==> src/rtl/core/clcd_seq_pkg.sv <==
`timescale 1ns / 1ps
// ----------------------------------------------------------------------------
// clcd_seq_pkg: shared types, constants and helpers
// Request kinds, register map, byte layout and burst format used by the
// character display expander byte sequencer.
// ----------------------------------------------------------------------------
package clcd_seq_pkg;

  localparam int MaxColumnsDefault = 40;
  localparam int MaxLinesDefault   = 4;

  // Longest burst one request can cause: a character plus an address command
  localparam int BurstLen = 8;
  localparam int CountW   = $clog2(BurstLen + 1);

  localparam logic [7:0] BitRs    = 8'h01;
  localparam logic [7:0] BitEn    = 8'h04;
  localparam logic [7:0] BitBl    = 8'h08;
  localparam logic [7:0] DdramCmd = 8'h80;

  localparam logic [6:0] DeviceAddressReset = 7'd39;
  localparam logic       BacklightReset     = 1'b0;
  localparam logic [5:0] ColumnsReset       = 6'd16;
  localparam logic [2:0] LinesReset         = 3'd2;

  typedef enum logic [2:0] {
    REQ_DATA_CHAR  = 3'd0,
    REQ_CMD_BYTE   = 3'd1,
    REQ_SET_CURSOR = 3'd2,
    REQ_CMD_NIBBLE = 3'd3,
    REQ_PIN_WRITE  = 3'd4
  } req_type_t;

  typedef enum logic [1:0] {
    REG_DEVICE_ADDRESS = 2'd0,
    REG_BACKLIGHT_ON   = 2'd1,
    REG_COLUMNS_IN_USE = 2'd2,
    REG_LINES_IN_USE   = 2'd3
  } reg_index_t;

  typedef struct packed {
    logic       backlight_on;
    logic [5:0] columns_in_use;
    logic [2:0] lines_in_use;
  } cfg_t;

  typedef struct packed {
    logic [BurstLen-1:0][7:0] bytes;
    logic [CountW-1:0]        count;
  } burst_t;

  function automatic logic [7:0] line_base(input logic [1:0] ln);
    logic [7:0] b;
    case (ln)
      2'd0:    b = 8'h00;
      2'd1:    b = 8'h40;
      2'd2:    b = 8'h14;
      2'd3:    b = 8'h54;
      default: b = 8'h00;
    endcase
    return b;
  endfunction

  function automatic logic [7:0] ddram_cmd(input logic [1:0] ln, input logic [5:0] col);
    return DdramCmd | (8'(col) + line_base(ln));
  endfunction

  function automatic logic [7:0] mk_byte(input logic [3:0] nib, input logic rs,
                                         input logic en, input logic bl);
    return {nib, 4'h0} | (rs ? BitRs : 8'h00) | (en ? BitEn : 8'h00) |
           (bl ? BitBl : 8'h00);
  endfunction

  // Full byte as four words: high nibble strobed, then low nibble strobed
  function automatic logic [3:0][7:0] mk_full(input logic [7:0] v, input logic rs,
                                              input logic bl);
    logic [3:0][7:0] r;
    r[0] = mk_byte(v[7:4], rs, 1'b1, bl);
    r[1] = mk_byte(v[7:4], rs, 1'b0, bl);
    r[2] = mk_byte(v[3:0], rs, 1'b1, bl);
    r[3] = mk_byte(v[3:0], rs, 1'b0, bl);
    return r;
  endfunction

endpackage

==> src/rtl/core/clcd_seq_cfg.sv <==
`timescale 1ns / 1ps
// ----------------------------------------------------------------------------
// clcd_seq_cfg: configuration register file
// APB-style write and read access to the four sequencer registers.
// ----------------------------------------------------------------------------
module clcd_seq_cfg (
  input  logic                clk,
  input  logic                rst,
  input  logic                psel,
  input  logic                penable,
  input  logic                pwrite,
  input  logic [3:0]          paddr,
  input  logic [31:0]         pwdata,
  output logic [31:0]         prdata,
  output logic                pready,
  output clcd_seq_pkg::cfg_t  cfg
);

  logic [6:0] device_address;
  logic       backlight_on;
  logic [5:0] columns_in_use;
  logic [2:0] lines_in_use;
  logic       wr;
  clcd_seq_pkg::reg_index_t idx;

  assign pready = 1'b1;
  assign wr     = psel && penable && pwrite && pready;
  assign idx    = clcd_seq_pkg::reg_index_t'(paddr[3:2]);

  always_ff @(posedge clk) begin
    if (rst) begin
      device_address <= clcd_seq_pkg::DeviceAddressReset;
      backlight_on   <= clcd_seq_pkg::BacklightReset;
      columns_in_use <= clcd_seq_pkg::ColumnsReset;
      lines_in_use   <= clcd_seq_pkg::LinesReset;
    end else if (wr) begin
      case (idx)
        clcd_seq_pkg::REG_DEVICE_ADDRESS: device_address <= pwdata[6:0];
        clcd_seq_pkg::REG_BACKLIGHT_ON:   backlight_on   <= pwdata[0];
        clcd_seq_pkg::REG_COLUMNS_IN_USE: columns_in_use <= pwdata[5:0];
        clcd_seq_pkg::REG_LINES_IN_USE:   lines_in_use   <= pwdata[2:0];
        default: ;
      endcase
    end
  end

  always_comb begin
    case (idx)
      clcd_seq_pkg::REG_DEVICE_ADDRESS: prdata = {25'd0, device_address};
      clcd_seq_pkg::REG_BACKLIGHT_ON:   prdata = {31'd0, backlight_on};
      clcd_seq_pkg::REG_COLUMNS_IN_USE: prdata = {26'd0, columns_in_use};
      clcd_seq_pkg::REG_LINES_IN_USE:   prdata = {29'd0, lines_in_use};
      default:                          prdata = 32'd0;
    endcase
  end

  assign cfg.backlight_on   = backlight_on;
  assign cfg.columns_in_use = columns_in_use;
  assign cfg.lines_in_use   = lines_in_use;

endmodule

==> src/rtl/core/clcd_seq_build.sv <==
`timescale 1ns / 1ps
// ----------------------------------------------------------------------------
// clcd_seq_build: request decoder and cursor tracker
// Builds the whole word burst of one request and updates the cursor when
// the request is taken.
// ----------------------------------------------------------------------------
module clcd_seq_build #(
  parameter int MAX_COLUMNS = clcd_seq_pkg::MaxColumnsDefault,
  parameter int MAX_LINES   = clcd_seq_pkg::MaxLinesDefault
) (
  input  logic                 clk,
  input  logic                 rst,
  input  logic                 take,
  input  logic [2:0]           req_type,
  input  logic [7:0]           value,
  input  logic [1:0]           line,
  input  logic [5:0]           column,
  input  logic                 register_select,
  input  clcd_seq_pkg::cfg_t   cfg,
  output clcd_seq_pkg::burst_t burst
);

  localparam logic [5:0] MaxCols  = 6'(MAX_COLUMNS);
  localparam logic [2:0] MaxLines = 3'(MAX_LINES);

  logic [1:0] cursor_line, cursor_line_next;
  logic [5:0] cursor_column, cursor_column_next;
  logic [5:0] eff_cols;
  logic [2:0] eff_lines;
  logic [6:0] col_inc;
  logic [2:0] line_inc;
  logic [1:0] wrap_line;
  logic       wrap;
  logic [5:0] clamp_col;
  logic [1:0] clamp_line;
  logic       bl;

  assign bl = cfg.backlight_on;

  // Saturate the size registers into the supported range
  assign eff_cols  = (cfg.columns_in_use == 6'd0) ? 6'd1 :
                     (cfg.columns_in_use > MaxCols) ? MaxCols : cfg.columns_in_use;
  assign eff_lines = (cfg.lines_in_use == 3'd0) ? 3'd1 :
                     (cfg.lines_in_use > MaxLines) ? MaxLines : cfg.lines_in_use;

  assign col_inc   = {1'b0, cursor_column} + 7'd1;
  assign wrap      = col_inc >= {1'b0, eff_cols};
  assign line_inc  = {1'b0, cursor_line} + 3'd1;
  assign wrap_line = (line_inc >= eff_lines) ? 2'd0 : line_inc[1:0];

  assign clamp_col  = (column >= eff_cols) ? (eff_cols - 6'd1) : column;
  assign clamp_line = ({1'b0, line} >= eff_lines) ? 2'(eff_lines - 3'd1) : line;

  always_comb begin
    burst              = '0;
    cursor_line_next   = cursor_line;
    cursor_column_next = cursor_column;
    case (clcd_seq_pkg::req_type_t'(req_type))
      clcd_seq_pkg::REQ_DATA_CHAR: begin
        burst.bytes[3:0] = clcd_seq_pkg::mk_full(value, 1'b1, bl);
        if (wrap) begin
          burst.bytes[7:4]   = clcd_seq_pkg::mk_full(
                                 clcd_seq_pkg::ddram_cmd(wrap_line, 6'd0), 1'b0, bl);
          burst.count        = clcd_seq_pkg::CountW'(8);
          cursor_line_next   = wrap_line;
          cursor_column_next = 6'd0;
        end else begin
          burst.count        = clcd_seq_pkg::CountW'(4);
          cursor_column_next = col_inc[5:0];
        end
      end
      clcd_seq_pkg::REQ_CMD_BYTE: begin
        burst.bytes[3:0] = clcd_seq_pkg::mk_full(value, 1'b0, bl);
        burst.count      = clcd_seq_pkg::CountW'(4);
      end
      clcd_seq_pkg::REQ_SET_CURSOR: begin
        burst.bytes[3:0]   = clcd_seq_pkg::mk_full(
                               clcd_seq_pkg::ddram_cmd(clamp_line, clamp_col), 1'b0, bl);
        burst.count        = clcd_seq_pkg::CountW'(4);
        cursor_line_next   = clamp_line;
        cursor_column_next = clamp_col;
      end
      clcd_seq_pkg::REQ_CMD_NIBBLE: begin
        burst.bytes[0] = clcd_seq_pkg::mk_byte(value[3:0], 1'b0, 1'b1, bl);
        burst.bytes[1] = clcd_seq_pkg::mk_byte(value[3:0], 1'b0, 1'b0, bl);
        burst.count    = clcd_seq_pkg::CountW'(2);
      end
      clcd_seq_pkg::REQ_PIN_WRITE: begin
        burst.bytes[0] = clcd_seq_pkg::mk_byte(value[3:0], register_select, 1'b0, bl);
        burst.count    = clcd_seq_pkg::CountW'(1);
      end
      default: ;  // unknown kind: no words, cursor kept
    endcase
  end

  always_ff @(posedge clk) begin
    if (rst) begin
      cursor_line   <= 2'd0;
      cursor_column <= 6'd0;
    end else if (take) begin
      cursor_line   <= cursor_line_next;
      cursor_column <= cursor_column_next;
    end
  end

endmodule

==> src/rtl/core/clcd_seq_emit.sv <==
`timescale 1ns / 1ps
// ----------------------------------------------------------------------------
// clcd_seq_emit: burst register and output stage
// Holds one request's words; shifts out one word per cycle on tready.
// ----------------------------------------------------------------------------
module clcd_seq_emit (
  input  logic                 clk,
  input  logic                 rst,
  input  logic                 load,
  input  clcd_seq_pkg::burst_t burst,
  output logic                 can_load,
  output logic                 m_axis_tvalid,
  input  logic                 m_axis_tready,
  output logic [7:0]           m_axis_tdata,
  output logic                 m_axis_tlast
);

  logic [clcd_seq_pkg::BurstLen-1:0][7:0] bytes;
  logic [clcd_seq_pkg::CountW-1:0]        remain;
  logic                                   pop;

  assign m_axis_tvalid = remain != '0;
  assign m_axis_tdata  = bytes[0];
  assign m_axis_tlast  = remain == clcd_seq_pkg::CountW'(1);
  assign pop           = m_axis_tvalid && m_axis_tready;
  // Take a burst when empty or as the current one's last word leaves
  assign can_load      = !m_axis_tvalid || (m_axis_tlast && m_axis_tready);

  always_ff @(posedge clk) begin
    if (rst) begin
      remain <= '0;
    end else if (load) begin
      remain <= burst.count;
    end else if (pop) begin
      remain <= remain - clcd_seq_pkg::CountW'(1);
    end
  end

  always_ff @(posedge clk) begin
    if (load) begin
      bytes <= burst.bytes;
    end else if (pop) begin
      bytes <= {8'h00, bytes[clcd_seq_pkg::BurstLen-1:1]};
    end
  end

endmodule

==> src/rtl/core/char_lcd_expander_byte_sequencer.sv <==
`timescale 1ns / 1ps
// ----------------------------------------------------------------------------
// char_lcd_expander_byte_sequencer: display request to expander word stream
// Top level: register file, request decoder with cursor, burst output stage.
// ----------------------------------------------------------------------------
// Requests enter on the s_axis channel (kind in tuser, operands in tdata).
// Each one becomes a burst of 0 to 8 expander words on the m_axis channel,
// tlast marking the final word of the burst; an unknown kind gives no words.
// A request is decoded in the cycle it is taken and its whole burst lands
// in the output register, so the first word is on m_axis in the next cycle.
// Words then leave the single output register one per cycle while the
// receiver is ready; a burst holds 1, 2, 4 or 8 words, and an unknown
// kind is taken but leaves a gap in the words on m_axis.
// A new request is taken in the same cycle the last word of the previous
// burst is taken, so back-to-back requests give a gapless word stream.
// When the receiver stalls, the current word holds and s_axis_tready stays
// low until the final word of the burst goes.
// The APB port holds device address, backlight and display size; write it
// only while no burst is pending. Reset restores the register defaults,
// puts the cursor at line 0 column 0 and empties the output stage.
// ----------------------------------------------------------------------------
module char_lcd_expander_byte_sequencer #(
  parameter int MAX_COLUMNS = clcd_seq_pkg::MaxColumnsDefault,
  parameter int MAX_LINES   = clcd_seq_pkg::MaxLinesDefault
) (
  input  logic        clk,
  input  logic        rst,
  input  logic        s_axis_tvalid,
  output logic        s_axis_tready,
  input  logic [23:0] s_axis_tdata,  // value[7:0], line[9:8], column[15:10],
                                     // register_select[16], zero pad[23:17]
  input  logic [2:0]  s_axis_tuser,  // req_type[2:0]
  output logic        m_axis_tvalid,
  input  logic        m_axis_tready,
  output logic [7:0]  m_axis_tdata,  // expander_byte[7:0]
  output logic        m_axis_tlast,
  input  logic        psel,
  input  logic        penable,
  input  logic        pwrite,
  input  logic [3:0]  paddr,
  input  logic [31:0] pwdata,
  output logic [31:0] prdata,
  output logic        pready
);

  clcd_seq_pkg::cfg_t   cfg;
  clcd_seq_pkg::burst_t burst;
  logic                 take;
  logic                 can_load;

  assign s_axis_tready = can_load;
  assign take          = s_axis_tvalid && s_axis_tready;

  clcd_seq_cfg u_cfg (
    .clk     (clk),
    .rst     (rst),
    .psel    (psel),
    .penable (penable),
    .pwrite  (pwrite),
    .paddr   (paddr),
    .pwdata  (pwdata),
    .prdata  (prdata),
    .pready  (pready),
    .cfg     (cfg)
  );

  clcd_seq_build #(
    .MAX_COLUMNS (MAX_COLUMNS),
    .MAX_LINES   (MAX_LINES)
  ) u_build (
    .clk             (clk),
    .rst             (rst),
    .take            (take),
    .req_type        (s_axis_tuser),
    .value           (s_axis_tdata[7:0]),
    .line            (s_axis_tdata[9:8]),
    .column          (s_axis_tdata[15:10]),
    .register_select (s_axis_tdata[16]),
    .cfg             (cfg),
    .burst           (burst)
  );

  clcd_seq_emit u_emit (
    .clk           (clk),
    .rst           (rst),
    .load          (take),
    .burst         (burst),
    .can_load      (can_load),
    .m_axis_tvalid (m_axis_tvalid),
    .m_axis_tready (m_axis_tready),
    .m_axis_tdata  (m_axis_tdata),
    .m_axis_tlast  (m_axis_tlast)
  );

endmodule

==> config.mk <==
export PLATFORM = sky130hd
export DESIGN_NAME = char_lcd_expander_byte_sequencer
export DESIGN_NICKNAME = d
export VERILOG_FILES = /design/src/rtl/core/clcd_seq_pkg.sv /design/src/rtl/core/clcd_seq_cfg.sv /design/src/rtl/core/clcd_seq_build.sv /design/src/rtl/core/clcd_seq_emit.sv /design/src/rtl/core/char_lcd_expander_byte_sequencer.sv
export SDC_FILE = /design/constraint.sdc
export NUM_CORES = 1
export LEC_CHECK = 0
export CORE_MARGIN = 2
export CORE_UTILIZATION = 50
export DETAILED_ROUTE_END_ITERATION = 8
export DONT_BUFFER_PORTS = 1
export PLACE_DENSITY = 0.62
export SLEW_MARGIN = 10
export SYNTH_ARGS = -nofsm -noshare
export SYNTH_HDL_FRONTEND = slang
export SYNTH_SLANG_ARGS = --single-unit
==> constraint.sdc <==
create_clock -name clk -period 4.3 [get_ports clk]
set_input_delay 1.075 -clock clk [delete_from_list [all_inputs] [get_ports clk]]
set_output_delay 1.075 -clock clk [all_outputs]
set_load 0.01 [all_outputs]
### Yosys cells after proc, flatten, opt, wreduce, memory -nomap -nowiden

Index checks and enable logic that the tools add are counted.

| storage, ports and cells | value |
|---|---|
| bits in registers | 93 |
| logic and storage cells | 111 |

| operators by class | value |
|---|---|
| add/sub/neg operators | 6 |
| order comparisons | 6 |
| eq/ne operators | 15 |
| multiplexer cells | 29 |
| bitwise logic cells | 18 |
| reductions and logical operators | 22 |

Operator list:

| kind | number |
|---|---|
| $mux 64 | 2 |
| $pmux 32 s4 | 1 |
| $or 8x8->8 | 12 |
| $mux 32 | 2 |
| $pmux 12 s5 | 1 |
| $pmux 7 s4 | 2 |
| $or 8x4->8 | 6 |
| $pmux 16 s3 | 1 |
| $pmux 8 s4 | 1 |
| $mux 6 | 4 |
| $mux 7 | 3 |
| $mux 4 | 4 |
| $eq 2x2->1 const B | 6 |
| $pmux 6 s2 | 1 |
| $reduce_and 2->1 | 5 |
| $add 6x1->7 const B | 1 |
| $add 6x7->7 | 1 |
| $ge 7x6->1 | 1 |
| $eq 2x1->1 const B | 3 |
| $eq 3x2->1 const B | 2 |
| $ge 6x6->1 | 1 |
| $gt 6x6->1 const B | 1 |
| $logic_not 2->1 | 3 |
| $logic_not 3->1 | 2 |
| other kinds (22) | 30 |

### Depth between registers and ports, before layout

| logic depth | value |
|---|---|
| depth after elaboration | 13 |
| depth in mapped cells | 15 |
| mapped depth without buffers | 15 |

### By module

Synthesis repeated with hierarchy kept, for this count alone.

| second synthesis, totals | value |
|---|---|
| cells, all modules | 549 |
| area, all modules | 5952.0 um2 |

By module, submodules not included:

| module | instances | cells each | area each (um2) |
|---|---|---|---|
| clcd_seq_emit | 1 | 179 | 3006.6 |
| clcd_seq_build | 1 | 251 | 1838.0 |
| clcd_seq_cfg | 1 | 118 | 1101.1 |
| char_lcd_expander_byte_sequencer | 1 | 1 | 6.3 |

### Least setup slack after synthesis

No wires, ideal clock.

| path | value |
|---|---|
| path type | input port to flip-flop |
| from | input port s_axis_tdata[14] |
| to | register u_emit.bytes, in the netlist u_emit.m_axis_tdata[4], data pin |
| setup time | 0.272 ns |
| data arrival time | 3.395 ns |
| path slack | 0.633 ns |
| cell stages on the path | 10 |
| path buffers | 0 |
| path through | ha_1 -> a21o_1 -> a221oi_4 -> mux2i_1 -> nor2_1 -> ha_1 -> xnor2_1 -> xnor2_1 -> a222oi_1 -> a21oi_1 |

| on the way | value |
|---|---|
| word-level cells in the longest chain between the ends | 6 |

Ends and longest elaborated chain:

| item | line | text |
|---|---|---|
| from (decl) | char_lcd_expander_byte_sequencer.sv:30 | `input logic [23:0] s_axis_tdata,` |
| $ge 6x6->1 | clcd_seq_build.sv:51 | `assign clamp_col = (column >= eff_cols) ? (eff_cols - 6'd1) : column;` |
| $mux 6 * | clcd_seq_build.sv:51 |  |
| $add 6x7->7 * | clcd_seq_pkg.sv:65 | `return DdramCmd \| (8'(col) + line_base(ln));` |
| $or 8x8->8 * | clcd_seq_pkg.sv:70 | `return {nib, 4'h0} \| (rs ? BitRs : 8'h00) \| (en ? BitEn : 8'h00) \|` |
| $pmux 12 s5 * | clcd_seq_build.sv:58 | `case (clcd_seq_pkg::req_type_t'(req_type))` |
| $mux 64 * | clcd_seq_emit.sv:40 | `if (load) begin` |
| to (signal assigned) | clcd_seq_emit.sv:41 | `bytes <= burst.bytes;` |
| to (signal assigned) | clcd_seq_emit.sv:43 | `bytes <= {8'h00, bytes[clcd_seq_pkg::BurstLen-1:1]};` |
| to (decl) | clcd_seq_emit.sv:18 | `logic [clcd_seq_pkg::BurstLen-1:0][7:0] bytes;` |

Mark *: on every way between the ends. The rest lies on a longest branch, timed or not.
A chain may end at the register's enable or synchronous reset.

### Final worst setup path

| path | value |
|---|---|
| from | register u_cfg.columns_in_use[3] |
| to | register u_emit.bytes, in the netlist u_emit.m_axis_tdata[4], data pin |

| on the way | value |
|---|---|
| word-level cells in the longest chain between the ends | 9 |

Ends and longest elaborated chain:

| item | line | text |
|---|---|---|
| from (decl) | clcd_seq_cfg.sv:21 | `logic [5:0] columns_in_use;` |
| from (signal assigned) | clcd_seq_cfg.sv:34 | `columns_in_use <= clcd_seq_pkg::ColumnsReset;` |
| from (signal assigned) | clcd_seq_cfg.sv:40 | `clcd_seq_pkg::REG_COLUMNS_IN_USE: columns_in_use <= pwdata[5:0];` |
| $gt 6x6->1 | clcd_seq_build.sv:42 | `(cfg.columns_in_use > MaxCols) ? MaxCols : cfg.columns_in_use;` |
| $mux 6 | clcd_seq_build.sv:42 |  |
| $mux 6 * | clcd_seq_build.sv:41 | `assign eff_cols = (cfg.columns_in_use == 6'd0) ? 6'd1 :` |
| $sub 6x1->6 / $ge 6x6->1 (equally long branches) | clcd_seq_build.sv:51 |  |
| $mux 6 * | clcd_seq_build.sv:51 |  |
| $add 6x7->7 * | clcd_seq_pkg.sv:65 |  |
| $or 8x8->8 * | clcd_seq_pkg.sv:70 |  |
| $pmux 12 s5 * | clcd_seq_build.sv:58 |  |
| $mux 64 * | clcd_seq_emit.sv:40 |  |

Marks and branches as above.

==> results.txt <==
The endpoint kind of the worst setup timing path is a flip-flop. The count of maximum capacitance violations is 0. The worst setup path is launched from a flip-flop. The total leakage power came out at ~1.9 nW. The share of the clock period used by the worst path came out at 0.9029. The cell accounting for the most synthesized area is edfxtp_1. TritonCTS created 9 clock buffers. The worst hold path stage count came out at 2.

After routing the design area is roughly 0.0045 sq mm. The sequential element share of the synthesized area is 0.4207. The first-pass iteration count of the detailed router is 5. TritonCTS built the clock tree.

The ratio of total power to cell area is 514.1 mW/mm^2. The average instance area after synthesis is 9.476 sq um. The largest voltage drop on the vdd net is slightly below 300 uV.

The data arrival time at the worst-slack endpoint came out at 3.96 ns. The clock reaches the later pin of the worst-skew pair after 0.34 ns. The final hold violation count came out at 0. The number of cells on the worst reg-to-reg path is 15. The effective utilization at floorplan is 0.5095. In this run, post-CTS repair resized a total of 0 instances.

The tree is rooted in a clkbuf_8. Entering global routing, the biggest net connects 46 pins. The most frequently used flop master after synthesis is edfxtp_1. At the end of routability-driven placement, the weighted congestion stood at 0.8397. The total area inside the core boundary comes to ~0.0086 sq mm. The iteration-0 DRC count of the detailed router is 216. Along the worst path, the maximum fanout reaches 8. The slew at the pin closest to its max-slew limit came out at 0.7287 ns. In this run, distinct cell masters in the synthesized netlist total 62. In the final layout, the share of cells above drive strength 1 is 0.08333. After floorplanning, the core was divided into 34 placement rows. The detailed router placed 3239 vias in this run. The share of Yosys cell area claimed by the top area cell type came out at 0.2881. The count of antenna diodes in the layout is 0. The end-of-flow core utilization is 0.5255. The max-slew violation total from the final report came to 0. The area of the mapped netlist came out at 0.004378 sq mm. The remaining number of nets flagged by the antenna check after routing came out at 0. Counting along the longest clock path gives a buffer depth of 2. The number of global-route vias before repair is 3093. The detailed-route wire length came out at around 9200 microns. Measured along the y axis, the die boundary spans 97.57 microns. The initial antenna violation count came out at 0. The number of buffers inserted for hold repair after clock tree synthesis came out at 0. The class of the most critical hold timing path is flip-flop to flip-flop. The die outline area is 0.009520 sq mm. The area growth from synthesis to final layout came out at 3.144%. STA puts the critical path data required time at roughly 4.4 ns. The critical path is of the flip-flop to flip-flop type. The number of synthesized flops with an enable pin is 42. The post-detailed-route wirelength per cell is between 15 and 20 microns. The worst setup skew after layout came out at 0.009558 ns.

The final net count came out at 546. Among all cell types in the netlist, the one instantiated most often is nand2_1. The die is between 90 and 100 microns wide.

The flow ran to the end, and the final reports show no timing, DRC or antenna violations. The final total negative setup slack is 0 ns. Across every metal layer, demand over resource in global routing totals 0.1940. The worst slew margin relative to its limit is 0.5003. Counting flops with an async set or reset pin after synthesis yields a share of 0. Setup repair after global routing left no endpoint under its margin. The via count normalized by instance count came out at approximately 5.7. By area the synthesized netlist is led by edfxtp_1 29%, dfxtp_1 13%, ha_1 6.9%. Clock-pin slew was measured on the worst setup and hold paths at ~0.080 ns. The count of state elements after synthesis came out at 71. The number of buffers inserted to repair setup after CTS is 0.

Counting instances in the post-synthesis netlist gives the leading cell types as 47 x nand2_1, 43 x nor2_1, 42 x edfxtp_1, 34 x buf_4. The sum of overflow across all layers after global routing came out at 0. The highest achievable clock rate is 257.6 MHz. The gate count of the mapped netlist came out at 462.

The number of top-level design ports came out at 114. The global-route wire length before repair is 15060 microns. CTS built an H-tree with a depth of 3. The count of yosys warnings during synthesis came out at 0. The sink count of the clock tree came out at 71.

Once detailed placement completed, the half-perimeter wirelength came to 6613 microns. The post-route minimum period is 3.882 ns. The number of buffers inserted by port buffering came out at 0. The final count of negative-setup-slack endpoints is 0. The post-placement cell area is 0.004327 sq mm.

The post-route DRC violation count came out at 0.
worst max-delay path: stages, from the launching register on:
cell	delay, ns
dfxtp_1	0.46
nor2_1	0.12
a21oi_1	0.14
a2bb2oi_1	0.32
inv_1	0.11
ha_1	0.32
nor2b_4	0.12
o21ai_2	0.08
a221oi_4	0.44
mux2i_2	0.40
inv_1	0.08
ha_1	0.24
xnor2_1	0.19
xnor2_1	0.10
a222oi_1	0.39
a21oi_1	0.11
cell families (layout without fill, tap and decap cells):
kind of cell | count (synthesis) | count (layout) | synth area share
compound gates | 113 | 113 | 0.1775
xor+xnor | 8 | 8 | 0.01601
fa+ha+maj | 25 | 25 | 0.07116
buf+inv | 68 | 37 | 0.08803
flops | 71 | 71 | 0.4207
mux | 24 | 24 | 0.05859
other cells | 2 | 27 | 0.001715
simple gates | 151 | 151 | 0.1663
final timing paths:
path | startpoint | end | slack [ns]
min | u_cfg.device_address[6]$_SDFFE_PP0P_ | u_cfg.device_address[6]$_SDFFE_PP0P_ | 0.46
max reg2reg | u_cfg.columns_in_use[3]$_SDFFE_PP0P_ | u_emit.m_axis_tdata[4]$_DFFE_PP_ | 0.42
min reg2reg | u_cfg.device_address[6]$_SDFFE_PP0P_ | u_cfg.device_address[6]$_SDFFE_PP0P_ | 0.46
max | u_cfg.columns_in_use[3]$_SDFFE_PP0P_ | u_emit.m_axis_tdata[4]$_DFFE_PP_ | 0.42
layout by cell type, fill, tap and decap left out, types with 9 or more instances in the layout:
| master | count |
|---|---|
| nand2_1 | 47 |
| nor2_1 | 43 |
| edfxtp_1 | 42 |
| a21oi_1 | 29 |
| dfxtp_1 | 29 |
| conb_1 | 27 |
| ha_1 | 24 |
| mux2i_1 | 19 |
| a21o_1 | 19 |
| inv_1 | 16 |
| o21ai_0 | 15 |
| nor3_1 | 11 |
| clkbuf_8 | 9 |
power breakdown:
part / internal, W / switching, W
clock network: 0.000264 / 0.000250
registers: 0.00104 / 0.0000939
logic: 0.000256 / 0.000414
cell type report:
type,instances,area [sq um]
Inverter,16,60.06
Sequential cell,71,1842
Clock buffer,9,123.9
Tap cell,108,135.1
Timing Repair Buffer,6,45.04
Multi-Input combinational cell,348,2248
Clock inverter,6,61.31
Fill cell,786,4078
stage by stage:
step	total power, W	worst slack [ns]	cells	hold slack (ns)
floorplan	0.001737	0.6329	487	0.4305
global placement	0.001799	0.3828	549	0.4340
detailed placement	0.001823	0.3276	549	0.4508
CTS	0.002335	0.3254	564	0.4594
global route	0.002479	0.01709	564	0.4847
finish	0.002322	0.4177	564	0.4576
routing by layer:
metal / track usage / vias up / wire length [microns]
li1: - / 1594 / -
met1: 0.2755 / 1540 / 4363
met2: 0.2992 / 101 / 4175
met3: 0.04173 / 4 / 586
met4: 0.05662 / 0 / 51
met5: 0 / - / 0
flip-flops by register name, summed over array words and instances (netlist names):
| name | flops |
|---|---|
| u_build.cursor_line | 2 |
| u_emit.m_axis_tdata | 7 |
| u_cfg.columns_in_use | 6 |
| u_cfg.backlight_on | 1 |
| u_emit.bytes | 35 |
| u_cfg.lines_in_use | 3 |
| u_cfg.device_address | 7 |
| u_build.cursor_column | 6 |
| u_emit.remain | 4 |
(Power assumes the default switching activity.)
